File: config.mk
export PLATFORM = sky130hd
export DESIGN_NAME = boxavg_front
export DESIGN_NICKNAME = d
export VERILOG_FILES = /design/src/hdl/boxavg_pkg.sv /design/src/hdl/boxavg_front.sv
export SDC_FILE = /design/constraint.sdc
export NUM_CORES = 1
export LEC_CHECK = 0
export ABC_AREA = 1
export BUFFER_PORTS_ARGS = -buffer_cell sky130_fd_sc_hd__buf_2
export CAP_MARGIN = 10
export CELL_PAD_IN_SITES_DETAIL_PLACEMENT = 0
export CELL_PAD_IN_SITES_GLOBAL_PLACEMENT = 2
export CORE_MARGIN = 2
export CORE_UTILIZATION = 35
export CTS_BUF_LIST = sky130_fd_sc_hd__clkbuf_8
export DETAILED_ROUTE_END_ITERATION = 8
export PLACE_DENSITY = 0.92
export SYNTH_ARGS = -nofsm -noshare
export SYNTH_HDL_FRONTEND = slang
export SYNTH_SLANG_ARGS = --single-unit
File: constraint.sdc
create_clock -name clock -period 7.2 [get_ports clock]
set_input_delay 1.44 -clock clock [delete_from_list [all_inputs] [get_ports clock]]
set_output_delay 1.44 -clock clock [all_outputs]
set_load 0.01 [all_outputs]
File: src/hdl/boxavg_pkg.sv
// boxavg_pkg: shared constants, register codes and the queue item type
// of the box average downsampler. No dependencies.
`timescale 1ns / 1ps

package boxavg_pkg;

   // default sizes, handed to the top level parameters
   localparam int DEF_MAX_OUT_WIDTH = 256;
   localparam int DEF_MAX_FACTOR    = 16;

   // fixed field widths
   localparam int SAMPLE_W         = 16;
   localparam int ROW_W            = 8;
   localparam int COL_OUT_W        = 8;
   localparam int FACTOR_REG_W     = 5;
   localparam int HEIGHT_W         = 9;
   localparam int OUT_HEIGHT_LIMIT = 256;

   // configuration port
   localparam int CSR_IDX_W  = 4;
   localparam int CSR_DATA_W = 9;

   localparam logic [CSR_IDX_W-1:0] REG_FACTOR_Y   = 4'd0;
   localparam logic [CSR_IDX_W-1:0] REG_FACTOR_X   = 4'd1;
   localparam logic [CSR_IDX_W-1:0] REG_OUT_WIDTH  = 4'd2;
   localparam logic [CSR_IDX_W-1:0] REG_OUT_HEIGHT = 4'd3;

   // depth of the queue between front and back
   localparam int QUEUE_DEPTH = 4;

   // classified pixel, front to back (column travels beside it)
   typedef struct packed {
      logic signed [SAMPLE_W-1:0] sample;
      logic [ROW_W-1:0]           row;
      logic                       first;
      logic                       tile_end;
      logic                       frame_last;
   } item_type;

endpackage

File: src/hdl/boxavg_front.sv
// boxavg_front: configuration registers and raster counters; classifies
// each pixel by column, row and tile position. Depends on boxavg_pkg.
`timescale 1ns / 1ps

module boxavg_front
   import boxavg_pkg::*;
#(
   parameter int MAX_OUT_WIDTH = DEF_MAX_OUT_WIDTH,
   parameter int MAX_FACTOR    = DEF_MAX_FACTOR,
   localparam int FW  = $clog2(MAX_FACTOR + 1),
   localparam int SCW = (MAX_FACTOR > 1) ? $clog2(MAX_FACTOR) : 1,
   localparam int WW  = $clog2(MAX_OUT_WIDTH + 1),
   localparam int CW  = (MAX_OUT_WIDTH > 1) ? $clog2(MAX_OUT_WIDTH) : 1,
   localparam int AW  = 2 * FW
) (
   input  logic                       clock,
   input  logic                       reset,
   input  logic                       csr_valid,
   output logic                       csr_ready,
   input  logic [CSR_IDX_W-1:0]       csr_index,
   input  logic [CSR_DATA_W-1:0]      csr_data,
   input  logic                       req_tvalid,
   output logic                       req_tready,
   input  logic signed [SAMPLE_W-1:0] req_sample,
   output logic                       push_valid,
   output item_type                   push_item,
   output logic [CW-1:0]              push_col,
   input  logic                       queue_full,
   output logic [AW-1:0]              area
);

   logic [FW-1:0]       fy_ff, fy_in;
   logic [FW-1:0]       fx_ff, fx_in;
   logic [WW-1:0]       w_ff, w_in;
   logic [HEIGHT_W-1:0] h_ff, h_in;
   logic [AW-1:0]       area_ff;

   logic [SCW-1:0]   sub_col_ff, sub_col_in;
   logic [SCW-1:0]   sub_row_ff, sub_row_in;
   logic [CW-1:0]    block_col_ff, block_col_in;
   logic [ROW_W-1:0] block_row_ff, block_row_in;

   logic cfg_hit;
   logic accept;
   logic sub_col_end, col_end, sub_row_end, row_end;

   function automatic logic [FW-1:0] clamp_factor(input logic [FACTOR_REG_W-1:0] v);
      logic [FW-1:0] r;
      if (v == '0) begin
         r = FW'(1);
      end else if (int'(v) > MAX_FACTOR) begin
         r = FW'(MAX_FACTOR);
      end else begin
         r = FW'(v);
      end
      return r;
   endfunction

   function automatic logic [WW-1:0] clamp_width(input logic [CSR_DATA_W-1:0] v);
      logic [WW-1:0] r;
      if (v == '0) begin
         r = WW'(1);
      end else if (int'(v) > MAX_OUT_WIDTH) begin
         r = WW'(MAX_OUT_WIDTH);
      end else begin
         r = WW'(v);
      end
      return r;
   endfunction

   function automatic logic [HEIGHT_W-1:0] clamp_height(input logic [CSR_DATA_W-1:0] v);
      logic [HEIGHT_W-1:0] r;
      if (v == '0) begin
         r = HEIGHT_W'(1);
      end else if (int'(v) > OUT_HEIGHT_LIMIT) begin
         r = HEIGHT_W'(OUT_HEIGHT_LIMIT);
      end else begin
         r = HEIGHT_W'(v);
      end
      return r;
   endfunction

   assign csr_ready  = 1'b1;
   assign req_tready = !queue_full;
   assign accept     = req_tvalid && req_tready;
   assign area       = area_ff;

   // register writes; only known indexes restart the frame
   always_comb begin
      fy_in   = fy_ff;
      fx_in   = fx_ff;
      w_in    = w_ff;
      h_in    = h_ff;
      cfg_hit = 1'b0;
      if (csr_valid && csr_ready) begin
         case (csr_index)
            REG_FACTOR_Y: begin
               fy_in   = clamp_factor(csr_data[FACTOR_REG_W-1:0]);
               cfg_hit = 1'b1;
            end
            REG_FACTOR_X: begin
               fx_in   = clamp_factor(csr_data[FACTOR_REG_W-1:0]);
               cfg_hit = 1'b1;
            end
            REG_OUT_WIDTH: begin
               w_in    = clamp_width(csr_data);
               cfg_hit = 1'b1;
            end
            REG_OUT_HEIGHT: begin
               h_in    = clamp_height(csr_data);
               cfg_hit = 1'b1;
            end
            default: begin
               cfg_hit = 1'b0;
            end
         endcase
      end
   end

   // tile and frame position of the current pixel
   assign sub_col_end = (FW'(sub_col_ff) + FW'(1)) >= fx_ff;
   assign sub_row_end = (FW'(sub_row_ff) + FW'(1)) >= fy_ff;
   assign col_end     = (WW'(block_col_ff) + WW'(1)) >= w_ff;
   assign row_end     = (HEIGHT_W'(block_row_ff) + HEIGHT_W'(1)) >= h_ff;

   always_comb begin
      sub_col_in   = sub_col_ff;
      sub_row_in   = sub_row_ff;
      block_col_in = block_col_ff;
      block_row_in = block_row_ff;
      if (cfg_hit) begin
         sub_col_in   = '0;
         sub_row_in   = '0;
         block_col_in = '0;
         block_row_in = '0;
      end else if (accept) begin
         if (!sub_col_end) begin
            sub_col_in = sub_col_ff + SCW'(1);
         end else begin
            sub_col_in = '0;
            if (!col_end) begin
               block_col_in = block_col_ff + CW'(1);
            end else begin
               block_col_in = '0;
               if (!sub_row_end) begin
                  sub_row_in = sub_row_ff + SCW'(1);
               end else begin
                  sub_row_in   = '0;
                  block_row_in = row_end ? '0 : block_row_ff + ROW_W'(1);
               end
            end
         end
      end
   end

   always_ff @(posedge clock) begin
      if (reset) begin
         fy_ff        <= FW'(1);
         fx_ff        <= FW'(1);
         w_ff         <= WW'(1);
         h_ff         <= HEIGHT_W'(1);
         area_ff      <= AW'(1);
         sub_col_ff   <= '0;
         sub_row_ff   <= '0;
         block_col_ff <= '0;
         block_row_ff <= '0;
      end else begin
         fy_ff        <= fy_in;
         fx_ff        <= fx_in;
         w_ff         <= w_in;
         h_ff         <= h_in;
         area_ff      <= AW'(fy_ff) * AW'(fx_ff);
         sub_col_ff   <= sub_col_in;
         sub_row_ff   <= sub_row_in;
         block_col_ff <= block_col_in;
         block_row_ff <= block_row_in;
      end
   end

   always_comb begin
      push_valid           = accept;
      push_item.sample     = req_sample;
      push_item.row        = block_row_ff;
      push_item.first      = (sub_row_ff == '0) && (sub_col_ff == '0);
      push_item.tile_end   = sub_row_end && sub_col_end;
      push_item.frame_last = row_end && col_end;
      push_col             = block_col_ff;
   end

`ifndef ASSERT_OFF
   a_restart : assert property (@(posedge clock) disable iff (reset)
      cfg_hit |=> (sub_col_ff == '0 && sub_row_ff == '0 &&
                   block_col_ff == '0 && block_row_ff == '0))
      else $error("register write did not restart the frame");

   a_in_bounds : assert property (@(posedge clock) disable iff (reset)
      (FW'(sub_col_ff) < fx_ff) && (FW'(sub_row_ff) < fy_ff) &&
      (WW'(block_col_ff) < w_ff) && (HEIGHT_W'(block_row_ff) < h_ff))
      else $error("raster counter left the configured frame");
`endif

endmodule

==> metrics.cfg <==
[clock_tree]
cts_resized = 0
numCtsBuffers = 9
htree_levels = 3
cts.hold.buffers_added = 0
clk_pin_slew_worst_paths_ps = 80
clk_latency_ps = 360
cts_tree = yes
cts_max_path_buffers = 2
cts.sinks = 62
clock-root-buffer = clkbuf_8
post_cts_buffers = 0

[worst_hold_path]
worstHoldPathType = reg -> reg

[global_routing]
overflow = 0
grt_max_degree = 32
grt_usage = 0.157
antenna_found_initial = 0
first_global_vias = 3592
grt_first_pass_wirelength_mm = 16.5

[timing]
setup_tns_ps = 0
hold_ws_ps = 486
slew_violations = 0
post-route-min-period_ps = 4170
hold_viol = 0
rsz0062_at_grt = false
fin_worst_skew_ps = 10.9
slew_headroom = 0.571
finalSetupViolCount = 0
clock.fmax_mhz = 240
fin_crit_sh = 0.580
worst_pin_slew_ps = 642

[yosys]
synth-edff-count = 0
netlist.area_leader.share = 0.278
yosys_register_bits = 62
synth.most_common_cell = inv_1
yosys_warnings = 0
netlist_top_cells_count = 132 x inv_1, 127 x nand2_1, 62 x dfxtp_1
syn_nets = 730
ys_seq_area_frac = 0.278
synthTopCellsByArea = dfxtp_1 28%, ha_1 15%, inv_1 11%, nand2_1 11%, a21oi_1 5.8%
synth_top_area_cell = dfxtp_1
syn_area_um2 = 4470
ys_async_sr_fraction = 0
yosys.cell_types.count = 36
syn_avg_cell_area_um2 = 7.03
synth_cells = 635
ys.flop_type = dfxtp_1

[detailed_routing]
wl_per_cell_um = 11.7
drt_pass1_iterations = 4
detail-route-antenna-nets = 0
routed-via-count = 3810
drt-total-wl_mm = 9.89
vias_per_cell = 4.52
drtIter0Drc = 185
drc = 0

[placement]
dp_hpwl_mm = 7.80
port_buffers = 48
gp_congestion = 0.781

[die]
core_area_um2 = 12500
num_rows = 41
die-area_um2 = 13700
io_pins = 82
fp.dieW_um = 117
start_util = 0.357
die_y_um = 117

[power_and_ir_drop]
vdd_drop_max_mv = 0.0890
p_leak_nw = 2.65
power_per_cell_area_nw_per_um2 = 186

[flow_run]
cap_violations = 0

[critical_path]
required_ps = 5760
worstPathArrival_ps = 2730
crit_type = reg -> out
cp-start-kind = flop
path_max_fanout = 9
crit_path_end_kind = primary output

[finish]
diodes = 0
drive_gt1_frac = 0.131
regArea_um2 = 1240
areaGrowthSynthToFinish_pct = 10.8
nets = 762
multi_input_area_um2 = 2510
fillers = 1355

[run_status]
status = completed

## flip-flops by register name, summed over array words and instances, names as in the netlist
register / cells
w_ff: 9
fx_ff: 5
sub_col_ff: 4
h_ff: 9
block_row_ff: 8
area: 10
fy_ff: 5
sub_row_ff: 4
push_col: 8
## through the flow
stage,std cells,power [mW],util,setup WS (ps),area (µm²)
after floorplan,635,0.532,-,3750,4470
after global placement,828,0.574,0.378,3460,4730
after detailed placement,828,0.578,0.378,3420,4730
after CTS,843,0.938,0.396,3000,4950
after global routing,843,0.983,0.396,2680,4950
final,843,0.921,0.396,3030,4950
## layout make-up
cell class,count,share of cell area
multi-input cells,409,0.508
flip-flops and latches,62,0.251
inverters,137,0.105
repair buffers,48,0.0485
well taps,172,0.0435
clock buffers,11,0.0306
clock inverters,4,0.0142
## path summary, 6_finish.rpt
| check | endpoint | startpoint | depth (start not counted) | slack [ps] |
|---|---|---|---|---|
| setup / recovery | push_item[0] | block_row_ff[0] | 14 | 3030 |
| hold / removal | push_col[7] | push_col[7] | 2 | 490 |
| setup reg to reg | area[9] | fy_ff[0] | 14 | 3810 |
| hold reg to reg | push_col[7] | push_col[7] | 2 | 490 |
## logic make-up after synthesis
| family | share of synthesized area |
|---|---|
| fa+ha+maj | 0.186 |
| compound gates | 0.122 |
| buf+inv | 0.159 |
| simple gates | 0.232 |
| other cells | 0.000840 |
| flops | 0.278 |
| xor+xnor | 0.0216 |
## critical path, stage by stage (launching register included)
cell,delay (ps)
dfxtp_1,420
ha_1,190
nand2_1,100
nor2_1,170
nand3_1,110
nand2_1,100
inv_1,50
ha_1,300
nand2_1,70
nand2_1,50
a21oi_1,120
nand4_1,360
nand2_1,160
inv_1,50
buf_2,130
## report_power, final
part	total (mW)	internal, mW	switching (mW)	leakage, nW
Combinational	0.198	0.0703	0.128	2.03
Clock	0.353	0.211	0.143	0.115
Sequential	0.370	0.356	0.0134	0.502
Total	0.921	0.637	0.284	2.65
## routing by layer
layer	routed length, µm	up-vias	GRT usage	part of all wire
met4	159	0	0.0510	0.016
met5	0	-	0	0
met1	4790	1710	0.200	0.48
met2	4550	57	0.256	0.46
li1	-	2032	-	-
met3	388	11	0.0453	0.039
## cell usage in the layout (no fill, tap or decap), types with 2 or more instances in the layout
cell type / instances
clkbuf_8: 11
inv_1: 132
nor3_4: 2
o21ai_0: 39
bufinv_16: 2
xor2_1: 11
clkinv_2: 2
nand2_2: 5
nand2_4: 2
buf_2: 48
nor2_2: 3
a21oi_1: 52
a211oi_1: 2
ha_1: 52
dfxtp_1: 62
nor2_1: 55
nand3_1: 19
nand2_1: 127
o21ai_1: 4
nand4_1: 7
a211oi_2: 2
inv_2: 4
nor3_1: 7
fa_1: 9
nand3_4: 2
No activity file was read; power rests on OpenSTA's default activity.
