<file path="src/hdl/boxavg_fifo.sv">
// boxavg_fifo: small first-in first-out queue between the front and the
// back of the downsampler. No dependencies.
`timescale 1ns / 1ps

module boxavg_fifo #(
   parameter int WIDTH = 32,
   parameter int DEPTH = 4,
   localparam int PTR_W = (DEPTH > 1) ? $clog2(DEPTH) : 1,
   localparam int CNT_W = $clog2(DEPTH + 1)
) (
   input  logic             clock,
   input  logic             reset,
   input  logic             push,
   input  logic [WIDTH-1:0] push_data,
   output logic             full,
   input  logic             pop,
   output logic [WIDTH-1:0] pop_data,
   output logic             valid
);

   logic [WIDTH-1:0] mem_ff [DEPTH];
   logic [PTR_W-1:0] wr_ptr_ff, wr_ptr_in;
   logic [PTR_W-1:0] rd_ptr_ff, rd_ptr_in;
   logic [CNT_W-1:0] count_ff, count_in;
   logic             do_push;
   logic             do_pop;

   assign full     = (count_ff == CNT_W'(DEPTH));
   assign valid    = (count_ff != '0);
   assign pop_data = mem_ff[rd_ptr_ff];
   assign do_push  = push && !full;
   assign do_pop   = pop && valid;

   always_comb begin
      wr_ptr_in = wr_ptr_ff;
      rd_ptr_in = rd_ptr_ff;
      count_in  = count_ff;
      if (do_push) begin
         wr_ptr_in = (wr_ptr_ff == PTR_W'(DEPTH - 1)) ? '0 : wr_ptr_ff + PTR_W'(1);
      end
      if (do_pop) begin
         rd_ptr_in = (rd_ptr_ff == PTR_W'(DEPTH - 1)) ? '0 : rd_ptr_ff + PTR_W'(1);
      end
      if (do_push && !do_pop) begin
         count_in = count_ff + CNT_W'(1);
      end else if (do_pop && !do_push) begin
         count_in = count_ff - CNT_W'(1);
      end
   end

   always_ff @(posedge clock) begin
      if (reset) begin
         wr_ptr_ff <= '0;
         rd_ptr_ff <= '0;
         count_ff  <= '0;
      end else begin
         wr_ptr_ff <= wr_ptr_in;
         rd_ptr_ff <= rd_ptr_in;
         count_ff  <= count_in;
      end
   end

   always_ff @(posedge clock) begin
      if (do_push) begin
         mem_ff[wr_ptr_ff] <= push_data;
      end
   end

`ifndef ASSERT_OFF
   a_fill_tracks_push : assert property (@(posedge clock) disable iff (reset)
      (do_push && !do_pop) |=> (count_ff == $past(count_ff) + CNT_W'(1)))
      else $error("queue fill count missed a push");

   a_ptr_gap : assert property (@(posedge clock) disable iff (reset)
      (count_ff == '0 || count_ff == CNT_W'(DEPTH)) |-> (wr_ptr_ff == rd_ptr_ff))
      else $error("queue pointers disagree with fill count");
`endif

endmodule

</file>
<file path="config.mk">
export PLATFORM = sky130hd
export DESIGN_NAME = boxavg_fifo
export DESIGN_NICKNAME = d
export VERILOG_FILES = /design/src/hdl/boxavg_fifo.sv
export SDC_FILE = /design/constraint.sdc
export NUM_CORES = 1
export LEC_CHECK = 0
export BUFFER_PORTS_ARGS = -buffer_cell sky130_fd_sc_hd__buf_2
export CAP_MARGIN = 10
export CORE_UTILIZATION = 60
export CTS_CLUSTER_SIZE = 16
export DETAILED_ROUTE_END_ITERATION = 10
export PLACE_DENSITY = 0.86
export SYNTH_ARGS = -nofsm -noshare
export SYNTH_HDL_FRONTEND = slang
export SYNTH_SLANG_ARGS = --single-unit
export TNS_END_PERCENT = 100
</file>
<file path="constraint.sdc">
create_clock -name clock -period 3.3 [get_ports clock]
set_input_delay 0.165 -clock clock [delete_from_list [all_inputs] [get_ports clock]]
set_output_delay 0.165 -clock clock [all_outputs]
set_load 0.05 [all_outputs]
</file>
==> out/qor.txt, run 1 <==
===============================================================================================
Required time at the worst-slack endpoint ........................................      3.72 ns
DRT Wirelength ...................................................................      8940 µm
Number of sinks driven by the clock tree .........................................          137
Number of maximum-capacitance constraint violations ..............................            0
# placed instances ...............................................................          383
Unrepaired setup endpoints after global routing ..................................        false
Path class of the lowest-slack min-delay path .................................... input pin to register
Syn nets .........................................................................          260
Effective utilization at floorplan ...............................................        62.1%
Run status .......................................................................    completed
Final number of hold-violating endpoints .........................................            0
Leading post-synthesis cells by cell area ........................................ sky130_fd_sc_hd__edfxtp_1 75%, sky130_fd_sc_hd__mux4_2 14%, sky130_fd_sc_hd__dfxtp_1 3.5%
I/O Pins .........................................................................           70
Startpoint kind of the worst setup timing path ...................................     register
Least-Margin Pin Slew ............................................................     0.873 ns
Resized cells post-CTS ...........................................................            0
Full die area ....................................................................     8870 µm²
1st-iter DRT viols ...............................................................          132
Largest area contributor in the synthesized netlist .............................. sky130_fd_sc_hd__edfxtp_1
Clock input transition at the sequential cells of the worst setup and hold paths .      0.06 ns
Wire length of the first global-routing pass .....................................     13600 µm
DRC violations left ..............................................................            0
Ordered list of cells on the worst path .......................................... or3b_1, clkinv_4, nor2_2, ha_1, inv_1, fa_1, xor2_1, or3_2, a21oi_1
Placer congestion estimate .......................................................        0.791
Register-to-register path setup slack ............................................      0.86 ns
Chip Width .......................................................................      94.2 µm
Number of storage elements in the synthesis netlist ..............................          137
Number of max-slew violations in the final report ................................            0
Global-route usage over all layers ...............................................        22.2%
Top FF cell, synth ............................................................... sky130_fd_sc_hd__edfxtp_1
Worst path max stage delay .......................................................      0.44 ns
Post-route setup TNS .............................................................         0 ns
Complex-gate fraction of the synthesized area ....................................       0.981%
First-pass DRT Iterations ........................................................            5
H-Tree Level Count ...............................................................            4
Average wire per cell in the routed design .......................................      20.0 µm
Antenna violations before repair .................................................            0
Number of standard cells in the final layout excluding fillers ...................          448
Detailed placement HPWL ..........................................................      4680 µm
Final core utilization ...........................................................        79.1%
CTS tree .........................................................................          yes
Clock Tree Buf Depth .............................................................            2
Total inserted antenna cells .....................................................            0
Synthesized area per cell ........................................................     23.5 µm²
Post-synthesis mux area share ....................................................        14.5%
Critical path arrival ............................................................      2.86 ns
Total congestion overflow ........................................................            0
Proportion of layout cells with a drive suffix above 1 ...........................        40.8%
Kind of cell adding the most delay to the critical path .......................... simple AND/OR/NAND/NOR gates
Async SR Flop Fraction ...........................................................           0%
Number of global-route vias before repair ........................................         2663
Type of destination of the critical path .........................................     register
Slew headroom ....................................................................        41.8%
Share of the synthesized netlist area taken by xor and xnor gates ................       0.343%
Cell with the largest stage delay on the worst path .............................. sky130_fd_sc_hd__dfxtp_1
Root buf cell .................................................................... sky130_fd_sc_hd__clkbuf_8
Layout overhead on the synthesized area ..........................................        27.4%
Number of enable-type register cells in the synthesized netlist ..................          128
Period utilization ...............................................................        73.8%
Power per Cell Area ..............................................................   865 nW/µm²
Source-to-sink clock delay at the later pin of the worst-skew pair ...............      0.49 ns
Area of the mapped netlist .......................................................     5100 µm²
Number of library cell types mapped by synthesis .................................           27
Static Leak ......................................................................      2.29 nW
Crit Reg-Reg Endpoint ............................................................ count_ff[2]$_SDFFE_PP0P_
Fin nets .........................................................................          375
Worst reg2reg path startpoint .................................................... count_ff[0]$_SDFFE_PP0P_
Crit-path max FO .................................................................            7
Final min period .................................................................      2.44 ns
Number of buffers added on ports .................................................           69
Number of placement rows .........................................................           33
Max Clock Freq ...................................................................    0.411 GHz
Count of mapped cells out of synthesis ...........................................          217
Register-to-Register Path Depth ..................................................            9
Area share of fa/ha/maj cells after synthesis ....................................        1.86%
Worst clock skew on the final layout .............................................   0.00664 ns
Die Ht ...........................................................................      94.2 µm
Routed vias ......................................................................         2507
Proportion of synthesized chip area in sequential cells ..........................        78.9%
Hold depth .......................................................................            4
Fraction of post-synthesis cell area in the top cell type by area ................        75.3%
Launch instance of the worst min-delay path ......................................          pop
Fraction of the mapped netlist area in simple logic gates ........................        1.89%
Critical path class .............................................................. register to register
Core footprint ...................................................................     8220 µm²
Number of nets with antenna violations after routing .............................            0
Worst VDD drop ...................................................................   0.000410 V
Total CTS buffers ................................................................           17
Largest net degree at the start of global routing ................................           33
Count of endpoints failing setup in the final report .............................            0
Buf/Inv on CP ....................................................................            2
Dominant combinational cell family by area after synthesis ....................... multiplexers
Per-cell via count in the routed design ..........................................         5.60
Post-CTS Setup Bufs ..............................................................            0
Yosys synthesis warning count ....................................................            0
===============================================================================================
-- through the flow --
step	total power, mW	hold WS (ns)	worst slack, ns	cell area, µm²
global placement	3.67	0.377	1.02	5550
detailed placement	3.70	0.382	0.874	5550
floorplan	3.39	0.264	1.03	5100
global route	5.83	0.0554	0.627	6500
CTS	5.66	0.0416	0.842	6500
finish	5.62	0.0607	0.865	6500
-- layer usage --
layer  global-route usage, %  part of all wire (%)  wire [µm]
met5                       0                     0          0
met4                    8.21                   1.5        132
met3                    7.04                   5.1        453
met2                    36.1                    52       4660
met1                    28.1                    41       3690
-- sequential cells by signal, indices dropped and copies added, names as in the netlist, named ones only --
register   count
count_ff       3
mem_ff       128
rd_ptr_ff      2
wr_ptr_ff      2
-- where the power goes --
part           internal [mW]  total (mW)  switching [mW]  leakage (nW)
Sequential              2.11        2.23           0.125          1.25
Combinational          0.490        1.47           0.979         0.753
Clock                   1.29        1.92           0.632         0.292
-- how the worst max path moves through the flow --
stage | start | end | slack, ns | cells after the start
global placement | count_ff[0]$_SDFFE_PP0P_ | count_ff[2]$_SDFFE_PP0P_ | 1.02 | 9
detailed placement | count_ff[0]$_SDFFE_PP0P_ | count_ff[2]$_SDFFE_PP0P_ | 0.87 | 9
floorplan | count_ff[0]$_SDFFE_PP0P_ | count_ff[2]$_SDFFE_PP0P_ | 1.03 | 10
global route | count_ff[0]$_SDFFE_PP0P_ | count_ff[2]$_SDFFE_PP0P_ | 0.63 | 9
finish | count_ff[0]$_SDFFE_PP0P_ | count_ff[2]$_SDFFE_PP0P_ | 0.86 | 9
CTS | register | pop_data[16] | 0.84 | 3
-- repair_timing --
action,in CTS,in global routing
hold buffers,35,0
endpoints found under the setup margin,0,0
hold endpoints to repair,137,0
-- worst reg2reg max path: stages (launching register included) --
cell	delay, ns
sky130_fd_sc_hd__dfxtp_1	0.44
sky130_fd_sc_hd__or3b_1	0.32
sky130_fd_sc_hd__clkinv_4	0.09
sky130_fd_sc_hd__nor2_2	0.13
sky130_fd_sc_hd__ha_1	0.21
sky130_fd_sc_hd__inv_1	0.07
sky130_fd_sc_hd__fa_1	0.37
sky130_fd_sc_hd__xor2_1	0.17
sky130_fd_sc_hd__or3_2	0.41
sky130_fd_sc_hd__a21oi_1	0.15
-- cell usage in the layout (no fill, tap or decap), types with 2 or more instances in the layout --
cell / count
sky130_fd_sc_hd__edfxtp_1: 128
sky130_fd_sc_hd__buf_2: 69
sky130_fd_sc_hd__dlygate4sd3_1: 35
sky130_fd_sc_hd__mux4_2: 32
sky130_fd_sc_hd__clkbuf_16: 16
sky130_fd_sc_hd__dfxtp_1: 7
sky130_fd_sc_hd__ha_1: 6
sky130_fd_sc_hd__bufinv_16: 5
sky130_fd_sc_hd__inv_1: 4
sky130_fd_sc_hd__and3_2: 4
sky130_fd_sc_hd__nor2_1: 3
sky130_fd_sc_hd__a21oi_1: 3
sky130_fd_sc_hd__clkinv_2: 3
sky130_fd_sc_hd__clkbuf_1: 3
sky130_fd_sc_hd__or3_2: 2
sky130_fd_sc_hd__o31ai_2: 2
sky130_fd_sc_hd__xor2_1: 2
sky130_fd_sc_hd__nand3_1: 2
sky130_fd_sc_hd__mux2i_1: 2
sky130_fd_sc_hd__dfxtp_2: 2
-- logic make-up after synthesis --
kind of cell               Yosys count
AOI/OAI and AO/OA                    7
xor gates and xnor gates             2
adders and majority gates            7
buffers and inverters               14
DFF                                137
muxes                               34
and+or+nand+nor                     16
-- synthesized netlist by cell type (all sizes together) (2+ instances only) --
| master | instances |
|---|---|
| and3 | 4 |
| or3 | 3 |
| edfxtp | 128 |
| xor2 | 2 |
| nand3 | 2 |
| dfxtp | 9 |
| inv | 4 |
| mux2i | 2 |
| o21ai | 2 |
| buf | 8 |
| a21oi | 3 |
| ha | 6 |
| nor2 | 4 |
| o31ai | 2 |
| mux4 | 32 |
-- area by class of cell --
class                           instances  area (µm²)
Sequential cell                       137        4030
Fill cell                             391        1720
Inverter                                5        23.8
Tap cell                              105         131
Clock buffer                           20         425
Multi-Input combinational cell         66        1000
Timing Repair Buffer                  105         716
Clock inverter                         10         176
Power figures use the tool's default switching activity.
==> run 2, diff against run 1 <==
- CORE_UTILIZATION: 60 -> 51
- PLACE_DENSITY: 0.86 -> 0.78
- clock period: 3.3 -> 2 ns (I/O delays scaled with it)
==> out/qor.txt, run 2 (synthesis gave the netlist of run 1 again) <==
===============================================================================================
Global-route usage over all layers ...............................................        19.1%
Total design power ...............................................................      9.55 mW
Startpoint kind of the worst setup timing path ...................................     register
Hold slack final .................................................................     0.111 ns
Least-Margin Pin Slew ............................................................     0.290 ns
Period utilization ...............................................................        99.6%
Source-to-sink clock delay at the later pin of the worst-skew pair ...............      0.51 ns
Core footprint ...................................................................     9730 µm²
Die Ht ...........................................................................       102 µm
Register-to-register path setup slack ............................................     0.008 ns
Full die area ....................................................................    10400 µm²
Buf/Inv on CP ....................................................................            2
CTS tree .........................................................................          yes
DRC violations left ..............................................................            0
Register with the most flip-flops ................................................       mem_ff
Kind of cell adding the most delay to the critical path .......................... simple AND/OR/NAND/NOR gates
Count of endpoints failing setup in the final report .............................            0
Root buf cell .................................................................... sky130_fd_sc_hd__clkbuf_8
Proportion of layout cells with a drive suffix above 1 ...........................        46.8%
Fill count .......................................................................          613
Average wire per cell in the routed design .......................................      18.5 µm
Largest registers ................................................................ mem_ff: 128 flops, count_ff: 3 flops
Number of buffers added on ports .................................................           69
Ordered list of cells on the worst path .......................................... or3b_4, clkinv_8, nor2_4, ha_4, inv_2, fa_2, xor2_2, or3_4, a21oi_2
Slew headroom ....................................................................        80.8%
Unrepaired setup endpoints after global routing ..................................         true
First-pass DRT Iterations ........................................................            4
Power per Cell Area ..............................................................  1410 nW/µm²
Final min period .................................................................      1.99 ns
Type of destination of the critical path .........................................     register
Most common cell after layout, fill and taps aside ............................... sky130_fd_sc_hd__edfxtp_1
Total inserted antenna cells .....................................................            0
Number of flip-flops in the largest register .....................................          128
Critical path class .............................................................. register to register
Placer congestion estimate .......................................................        0.779
Clock Tree Buf Depth .............................................................            2
Clock input transition at the sequential cells of the worst setup and hold paths .      0.06 ns
Number of max-slew violations in the final report ................................            0
Path class of the lowest-slack min-delay path .................................... input pin to register
Largest net degree at the start of global routing ................................           33
DRT Wirelength ...................................................................      9090 µm
Antenna violations before repair .................................................            0
Worst path max stage delay .......................................................      0.36 ns
Worst VDD drop ...................................................................   0.000718 V
Number of sinks driven by the clock tree .........................................          137
Number of placement rows .........................................................           36
I/O Pins .........................................................................           70
H-Tree Level Count ...............................................................            4
Final number of hold-violating endpoints .........................................            0
Crit-path max FO .................................................................            2
Run status .......................................................................    completed
Effective utilization at floorplan ...............................................        52.4%
Layout overhead on the synthesized area ..........................................        33.0%
Required time at the worst-slack endpoint ........................................      2.43 ns
Chip Width .......................................................................       102 µm
Per-cell via count in the routed design ..........................................         5.25
Detailed placement HPWL ..........................................................      5340 µm
1st-iter DRT viols ...............................................................          149
Routed vias ......................................................................         2582
Critical path arrival ............................................................      2.42 ns
Worst clock skew on the final layout .............................................    0.0124 ns
Max Clock Freq ...................................................................    0.502 GHz
Fin nets .........................................................................          390
Wire length of the first global-routing pass .....................................     13800 µm
Number of global-route vias before repair ........................................         2736
Number of maximum-capacitance constraint violations ..............................            0
Total CTS buffers ................................................................           17
Total congestion overflow ........................................................            0
Commonest cells after routing, fill and taps aside ............................... 128 x sky130_fd_sc_hd__edfxtp_1, 69 x sky130_fd_sc_hd__buf_2, 34 x sky130_fd_sc_hd__dlygate4sd3_1
Number of nets with antenna violations after routing .............................            0
Cell with the largest stage delay on the worst path .............................. sky130_fd_sc_hd__fa_2
Static Leak ......................................................................      2.40 nW
===============================================================================================
==> run 2: cell count changes in the layout (fill, tap and decap cells not counted), moves of 2 or more <==
| cell | before | now |
|---|---|---|
| sky130_fd_sc_hd__buf_12 | 1 | 6 |
| sky130_fd_sc_hd__buf_4 | 0 | 10 |
| sky130_fd_sc_hd__clkbuf_1 | 3 | 1 |
| sky130_fd_sc_hd__clkinv_2 | 3 | 0 |
| sky130_fd_sc_hd__clkinv_4 | 1 | 3 |
| sky130_fd_sc_hd__dfxtp_1 | 7 | 4 |
| sky130_fd_sc_hd__dfxtp_4 | 0 | 3 |
| sky130_fd_sc_hd__inv_6 | 0 | 4 |
==> run 2: worst paths after layout <==
path | start | end | depth (start not counted)
setup / recovery | count_ff[2]$_SDFFE_PP0P_ | count_ff[2]$_SDFFE_PP0P_ | 9
hold / removal | pop | register | 5
setup reg to reg | count_ff[2]$_SDFFE_PP0P_ | count_ff[2]$_SDFFE_PP0P_ | 9
hold reg to reg | rd_ptr_ff[0]$_SDFFE_PP0P_ | register | 2
==> run 2: layout make-up <==
type,count,area (µm²),area share [%]
inverter,5,31.3,0.461
tap,133,166,2.45
clock buffer,18,418,6.16
clock inverter,13,193,2.84
multi-input combinational,66,1050,15.4
sequential,137,4040,59.5
timing repair buffer,120,892,13.2
==> run 2: tightest hold or removal path, stage by stage <==
cell and delay [ns]:
sky130_fd_sc_hd__buf_2 0.10, sky130_fd_sc_hd__o31ai_4 0.08, sky130_fd_sc_hd__buf_4 0.14, sky130_fd_sc_hd__nand2_1 0.06, sky130_fd_sc_hd__a21oi_1 0.08
==> run 2: through the flow <==
step | std cells | utilization (%) | instance area, µm² | TNS [ns] | setup slack [ns]
floorplan | 217 | - | 5130 | -0.0584 | -0.0584
global placement | 426 | 59.5 | 5780 | -0.0150 | -0.0150
detailed placement | 426 | 59.5 | 5780 | -0.0761 | -0.0761
CTS | 492 | 69.5 | 6770 | 0 | 0.00164
global route | 492 | 69.7 | 6780 | -0.0625 | -0.0625
finish | 492 | 69.7 | 6780 | 0 | 0.00832
==> run 2: per-layer routing <==
layer	share of wire [%]	vias up	track usage [%]
li1	-	1176	-
met1	39	1307	21.8
met2	55	88	33.1
met3	4.6	11	6.98
met4	1.6	0	7.03
met5	0	-	0
==> run 2: timing repair <==
action                     CTS  global route
hold endpoints to repair   137             0
setup buffers                1             0
hold buffers                34             0
pin swaps                    1             5
setup endpoints to repair   28            19
gates resized for setup      4             4
==> run 2: power by group <==
| part | total (mW) | switching [mW] | internal [mW] |
|---|---|---|---|
| Sequential | 3.61 | 0.128 | 3.48 |
| Combinational | 2.75 | 1.75 | 0.999 |
| Clock | 3.18 | 1.15 | 2.03 |
| Total | 9.55 | 3.03 | 6.52 |
